<file path="config.mk">
export PLATFORM = sky130hd
export DESIGN_NAME = sorted_priority_ready_queue_unit
export DESIGN_NICKNAME = d
export VERILOG_FILES = /design/src/srpq_pkg.sv /design/src/srpq_cell.sv /design/src/sorted_priority_ready_queue_unit.sv
export SDC_FILE = /design/constraint.sdc
export NUM_CORES = 2
export LEC_CHECK = 0
export BUFFER_PORTS_ARGS = -buffer_cell sky130_fd_sc_hd__buf_2
export CAP_MARGIN = 10
export CELL_PAD_IN_SITES_DETAIL_PLACEMENT = 1
export CELL_PAD_IN_SITES_GLOBAL_PLACEMENT = 2
export CORE_AREA = 5 5 572 574
export DETAILED_ROUTE_END_ITERATION = 6
export DIE_AREA = 0 0 577 579
export MAX_ROUTING_LAYER = met4
export PLACE_DENSITY_LB_ADDON = 0.1
export SETUP_SLACK_MARGIN = 0.05
export SLEW_MARGIN = 20
export SYNTH_ARGS = -nofsm -noshare
export SYNTH_HDL_FRONTEND = slang
export SYNTH_HIERARCHICAL = 1
export SYNTH_SLANG_ARGS = --single-unit
export TNS_END_PERCENT = 100
</file>
<file path="constraint.sdc">
create_clock -name aclk -period 8.7 [get_ports aclk]
set_input_delay 0.435 -clock aclk [delete_from_list [all_inputs] [get_ports aclk]]
set_output_delay 0.435 -clock aclk [all_outputs]
set_load 0.02 [all_outputs]
</file>
<file path="src/srpq_pkg.sv">
// Shared types and constants for the sorted priority ready queue.
package srpq_pkg;

    localparam int ID_W       = 16;
    localparam int PRIO_W     = 8;
    localparam int STATUS_W   = 2;
    localparam int OCC_W      = 7;
    localparam int DEPTH_DEF  = 64;

    localparam logic [STATUS_W-1:0] ST_OK    = 2'd0;
    localparam logic [STATUS_W-1:0] ST_FULL  = 2'd1;
    localparam logic [STATUS_W-1:0] ST_EMPTY = 2'd2;

    localparam logic [PRIO_W-1:0] FLAT_PRIORITY = 8'd1;

    typedef struct packed {
        logic [ID_W-1:0]   id;
        logic [PRIO_W-1:0] prio;
    } entry_t;

    // Broadcast control from the queue controller to every cell
    typedef struct packed {
        logic   push;   // accepted push into a non-full queue
        logic   pop;    // accepted pop from a non-empty queue
        entry_t ins;    // entry being inserted
    } cell_cmd_t;

endpackage

</file>
<file path="src/srpq_cell.sv">
// One storage cell of the sorted insertion chain.
module srpq_cell (
    input  logic               aclk,
    input  srpq_pkg::cell_cmd_t cmd,
    input  logic               occupied,   // cell index below the entry count
    input  logic               left_keep,  // left neighbor holds its entry on push
    input  srpq_pkg::entry_t   left_q,
    input  srpq_pkg::entry_t   right_q,
    output logic               keep,
    output srpq_pkg::entry_t   q
);

    srpq_pkg::entry_t entry_reg;
    srpq_pkg::entry_t entry_next;

    // Stored entries form a sorted prefix, so keep is true on a prefix too
    assign keep = occupied && (entry_reg.prio >= cmd.ins.prio);
    assign q    = entry_reg;

    always_comb begin
        entry_next = entry_reg;
        priority if (cmd.push) begin
            if (!keep) begin
                entry_next = left_keep ? cmd.ins : left_q;
            end
        end else if (cmd.pop) begin
            entry_next = right_q;
        end
    end

    always_ff @(posedge aclk) begin
        entry_reg <= entry_next;
    end

endmodule

</file>
<file path="src/sorted_priority_ready_queue_unit.sv">
// Top level of the sorted priority ready queue: controller, cell chain, result register.
//
//  channel  | direction | ports                                             | meaning
//  ---------+-----------+---------------------------------------------------+-----------------
//  s_       | in        | s_valid s_ready s_mode s_task_id s_task_priority  | push or pop
//  m_       | out       | m_valid m_ready m_status m_out_task_id            | one per request
//           |           | m_out_priority m_occupancy                        |
//  cfg_     | in        | cfg_valid cfg_ready cfg_ignore_priority           | priority mode
//
// For each request, every cell compares its stored priority with the incoming one in
// parallel, then holds, loads the new entry or takes its neighbor's entry.
// The result is valid the cycle after acceptance; one transaction per cycle while m_ready
// is high. The result register is the only stall point: s_ready is high when it is empty
// or being drained in the same cycle. Both ready outputs stay low while aresetn is low.
// Reset (synchronous) empties the queue and clears ignore_priority; cells are not cleared.
module sorted_priority_ready_queue_unit #(
    parameter int QUEUE_DEPTH = srpq_pkg::DEPTH_DEF
) (
    input  logic                            aclk,
    input  logic                            aresetn,
    // request channel
    input  logic                            s_valid,
    output logic                            s_ready,
    input  logic                            s_mode,
    input  logic [srpq_pkg::ID_W-1:0]       s_task_id,
    input  logic [srpq_pkg::PRIO_W-1:0]     s_task_priority,
    // result channel
    output logic                            m_valid,
    input  logic                            m_ready,
    output logic [srpq_pkg::STATUS_W-1:0]   m_status,
    output logic [srpq_pkg::ID_W-1:0]       m_out_task_id,
    output logic [srpq_pkg::PRIO_W-1:0]     m_out_priority,
    output logic [srpq_pkg::OCC_W-1:0]      m_occupancy,
    // configuration channel
    input  logic                            cfg_valid,
    output logic                            cfg_ready,
    input  logic                            cfg_ignore_priority
);

    localparam int CNT_W = $clog2(QUEUE_DEPTH + 1);

    // control state
    logic [CNT_W-1:0]  count_reg, count_next;
    logic              ignore_prio_reg;
    logic              m_valid_reg;

    // result payload
    logic [srpq_pkg::STATUS_W-1:0] status_reg, status_next;
    logic [srpq_pkg::ID_W-1:0]     oid_reg, oid_next;
    logic [srpq_pkg::PRIO_W-1:0]   oprio_reg, oprio_next;
    logic [srpq_pkg::OCC_W-1:0]    occ_reg, occ_next;

    logic                s_fire;
    logic                is_full, is_empty;
    srpq_pkg::cell_cmd_t cmd;
    logic [CNT_W+srpq_pkg::OCC_W-1:0] count_wide;

    // chain wiring
    srpq_pkg::entry_t cell_q    [QUEUE_DEPTH];
    logic             cell_keep [QUEUE_DEPTH];

    assign cfg_ready = aresetn;
    assign s_ready   = aresetn && (!m_valid_reg || m_ready);
    assign s_fire    = s_valid && s_ready;

    assign is_full  = (count_reg == CNT_W'(QUEUE_DEPTH));
    assign is_empty = (count_reg == '0);

    // Flat priority mode stores every entry with the same priority: FIFO order
    always_comb begin
        cmd.push      = s_fire && !s_mode && !is_full;
        cmd.pop       = s_fire && s_mode && !is_empty;
        cmd.ins.id    = s_task_id;
        cmd.ins.prio  = ignore_prio_reg ? srpq_pkg::FLAT_PRIORITY : s_task_priority;
    end

    genvar gi;
    generate
        for (gi = 0; gi < QUEUE_DEPTH; gi++) begin : g_cell
            logic             occ_bit;
            logic             lkeep;
            srpq_pkg::entry_t lq;
            srpq_pkg::entry_t rq;

            assign occ_bit = (count_reg > CNT_W'(gi));

            if (gi == 0) begin : g_head
                // head cell: everything to its left "keeps"
                assign lkeep = 1'b1;
                assign lq    = cmd.ins;
            end else begin : g_body
                assign lkeep = cell_keep[gi-1];
                assign lq    = cell_q[gi-1];
            end

            if (gi == QUEUE_DEPTH - 1) begin : g_tail
                // tail cell: on pop it becomes unoccupied, data is don't-care
                assign rq = cmd.ins;
            end else begin : g_mid
                assign rq = cell_q[gi+1];
            end

            srpq_cell u_cell (
                .aclk      (aclk),
                .cmd       (cmd),
                .occupied  (occ_bit),
                .left_keep (lkeep),
                .left_q    (lq),
                .right_q   (rq),
                .keep      (cell_keep[gi]),
                .q         (cell_q[gi])
            );
        end
    endgenerate

    // count and result
    always_comb begin
        count_next  = count_reg;
        status_next = srpq_pkg::ST_OK;
        oid_next    = '0;
        oprio_next  = '0;
        if (cmd.push) begin
            count_next = count_reg + CNT_W'(1);
        end else if (cmd.pop) begin
            count_next = count_reg - CNT_W'(1);
            oid_next   = cell_q[0].id;
            oprio_next = cell_q[0].prio;
        end
        if (!s_mode && is_full) begin
            status_next = srpq_pkg::ST_FULL;
        end else if (s_mode && is_empty) begin
            status_next = srpq_pkg::ST_EMPTY;
        end
        count_wide = {{srpq_pkg::OCC_W{1'b0}}, count_next};
        occ_next   = count_wide[srpq_pkg::OCC_W-1:0];  // low bits for deep queues
    end

    always_ff @(posedge aclk) begin
        if (!aresetn) begin
            count_reg       <= '0;
            ignore_prio_reg <= 1'b0;
            m_valid_reg     <= 1'b0;
        end else begin
            if (cfg_valid && cfg_ready) begin
                ignore_prio_reg <= cfg_ignore_priority;
            end
            if (s_fire) begin
                count_reg   <= count_next;
                m_valid_reg <= 1'b1;
            end else if (m_ready) begin
                m_valid_reg <= 1'b0;
            end
        end
    end

    always_ff @(posedge aclk) begin
        if (s_fire) begin
            status_reg <= status_next;
            oid_reg    <= oid_next;
            oprio_reg  <= oprio_next;
            occ_reg    <= occ_next;
        end
    end

    assign m_valid        = m_valid_reg;
    assign m_status       = status_reg;
    assign m_out_task_id  = oid_reg;
    assign m_out_priority = oprio_reg;
    assign m_occupancy    = occ_reg;

endmodule

</file>
==> impl_metrics.json <==
{
  "period_minus_slack_ns": 4.618,
  "start_kind": "register",
  "cts_buffer_depth": 4,
  "fillCellCount": 35652,
  "fin_crit_sh": 0.5309,
  "place_inst": 12898,
  "port_buffers": 66,
  "cp_num_buf_inv": 5,
  "leakage_nw": 36.61,
  "startpoint": "count_reg[2]$_SDFFE_PN0N_",
  "finalNetCount": 9334,
  "gp_congestion": 0.7923,
  "yosysUniqueCellTypes": 51,
  "grt_usage": 0.2056,
  "reg2reg_setup_slack_ns": 4.08,
  "start_util": 0.2973,
  "final.setup.tns_ns": 0,
  "antenna_found_initial": 4,
  "synth-edff-count": 1569,
  "clock_latency_ns": 0.91,
  "path_delay_family": "buffers and inverters",
  "rows": 209,
  "ys_seq_area_frac": 0.4937,
  "relSlewSlack": 0.2590,
  "synth.area.top_cells": "edfxtp_1, mux2i_1, a21oi_1, ha_1, nor2_1",
  "yosysWarnings": 6,
  "crit_top_cell": "buf_4",
  "fmax_mhz": 216.5,
  "outcome": "finished clean",
  "num_vias": 68217,
  "rsz0062_at_grt": "no",
  "peakVddDrop_uv": 150.1,
  "min_path_type": "input port to register",
  "wl_um": 344800,
  "ys_async_sr_fraction": 0,
  "critPathRequiredTime_ns": 9.26,
  "drt_iter0_markers": 4755,
  "setup_violations": 0,
  "grt_pass1_vias": 72137,
  "htree_levels": 4,
  "clock-sinks": 1578,
  "ctsResizeCount": 0,
  "cp_cell_sequence": "or3_1 -> nor2_1 -> nor3_4 -> buf_8 -> buf_4 -> buf_12 -> buf_4 -> nor2_1 -> a21oi_2 -> buf_4",
  "cts_tree": "yes",
  "r2r-start": "count_reg[2]$_SDFFE_PN0N_",
  "crit_path_end_kind": "register",
  "area_delta_synth_final_pct": 11.62,
  "drt-pass1-iter-count": 5,
  "path_clk_slew_ns": 0.06,
  "synthFlopType": "edfxtp_1",
  "timing.final.hold_violations": 0,
  "via_per_inst": 5.136,
  "syn_nets": 9442,
  "critPathKind": "register to register",
  "grt_first_pass_wirelength_um": 503700,
  "worstPathMaxFanout": 199,
  "ios": 67,
  "hp-start": "s_valid",
  "syn_area_um2": 95790,
  "maxCapViolCount": 0,
  "finClkSkew_ns": 0.08044,
  "place_hpwl_um": 240800,
  "die_x_um": 577,
  "grt_start_max_net_pins": 233,
  "critPathSlowestCell": "dfxtp_1",
  "worst_pin_slew_ns": 1.100,
  "wire_per_inst_um": 25.96,
  "arrival_ns": 5.18,
  "die_h_um": 579,
  "slowest_delay_ns": 0.94,
  "largest_reg_flops": 1536,
  "p_per_area_nw_per_um2": 196.6,
  "drive_gt1_frac": 0.09778,
  "yosysTopAreaCell": "edfxtp_1",
  "synth.avg_cell_area_um2": 10.77,
  "synthCells": 8895,
  "drc_errors": 0,
  "fin_cells": 13281,
  "final_max_slew_viol_count": 0,
  "synth_top_area_share": 0.4918,
  "ant_nets": 0,
  "post-cts-setup-buffers": 0,
  "dieArea_um2": 334100,
  "root_buffer": "clkbuf_16",
  "fp.coreArea_um2": 322200,
  "grt.overflow.total": 0,
  "numCtsBuffers": 206,
  "ys_ff_latch": 1578
}
## layer usage
metal	routed length [µm]	share of wire	track usage	vias to the layer above
met2	159400	0.46	0.3264	1181
li1	-	-	-	32010
met4	8381	0.024	0.04743	0
met3	12690	0.037	0.02338	435
met1	164300	0.48	0.2823	34591
met5	0	0	-	-
## power by group
part | switching (W) | internal, W | leakage [nW]
clock | 0.00353 | 0.00464 | 3.03
combinational | 0.00221 | 0.00111 | 19.1
sequential | 0.000459 | 0.00908 | 14.5
total | 0.00619 | 0.0148 | 36.6
## layout by cell type (no fill, tap or decap), drive strengths merged, types with 66 or more instances in the layout
cell | Yosys | routed
a21o | 133 | 133
a21oi | 1805 | 1805
buf | 327 | 282
clkbuf | 277 | 280
clkinv | 2 | 78
edfxtp | 1569 | 1569
ha | 516 | 516
inv | 582 | 584
mux2i | 1537 | 1537
nand2b | 66 | 66
nand3 | 71 | 71
nor2 | 1613 | 1613
## repair_timing
item,4_1_cts,5_1_grt
setup endpoints to repair,0,0
hold buffers,6,0
hold endpoints to repair,8,0
## tightest hold or removal path, stage by stage
cell and delay (ns):
buf_2 0.18, nand2_1 0.18, o211ai_1 0.11, nand2_1 0.07
## per-stage QoR
step,utilization,area (µm²),power (W),hold slack [ns],worst slack [ns]
after floorplan,-,95800,0.01168,0.5238,1.860
after global placement,0.3121,100600,0.01295,0.5556,3.771
after detailed placement,0.3122,100600,0.01305,0.5473,4.015
after CTS,0.3318,106900,0.02140,0.01311,4.106
after global routing,0.3318,106900,0.02204,0.07508,3.787
final,0.3319,106900,0.02103,0.1314,4.082
## area by class of cell
type | count | area (µm²) | share of cell area
clock buffers | 280 | 5525 | 0.05168
repair buffers | 288 | 2338 | 0.02187
multi-input cells | 6129 | 43400 | 0.4059
flip-flops and latches | 1578 | 47300 | 0.4423
diodes | 7 | 17.52 | 0.0001638
inverters | 584 | 2192 | 0.02050
clock inverters | 90 | 744.5 | 0.006963
well taps | 4325 | 5411 | 0.05061
## cells in the mapped netlist, types with 53 or more instances
cell,instances
clkbuf_1,213
nand2_1,53
or4_4,64
a21o_1,81
edfxtp_1,1569
ha_1,516
mux2i_1,1537
o211ai_1,65
clkbuf_8,64
buf_6,67
inv_1,582
buf_2,257
nor2_1,1613
nand3_1,71
a21oi_2,129
nand2b_1,66
a21oi_1,1676
o32ai_2,64
## final timing paths
kind / end / depth (start not counted)
max reg2reg: g_cell[7].u_cell/q[4]$_DFFE_PP_ / 10
min: count_reg[1]$_SDFFE_PN0N_ / 4
max: g_cell[7].u_cell/q[4]$_DFFE_PP_ / 10
min reg2reg: g_cell[44].u_cell/q[8]$_DFFE_PP_ / 2
## kinds of logic (layout without fill, tap and decap cells)
family,count (synthesis),after routing,synth area share
other cells,1,8,0.00003915
simple gates,1942,1942,0.08575
fa+ha+maj,516,516,0.06740
buf+inv,1188,1242,0.06189
flops,1578,1578,0.4937
compound gates,2128,2128,0.1301
xor+xnor,5,5,0.0004572
mux,1537,1537,0.1606
(Power assumes the default switching activity.)
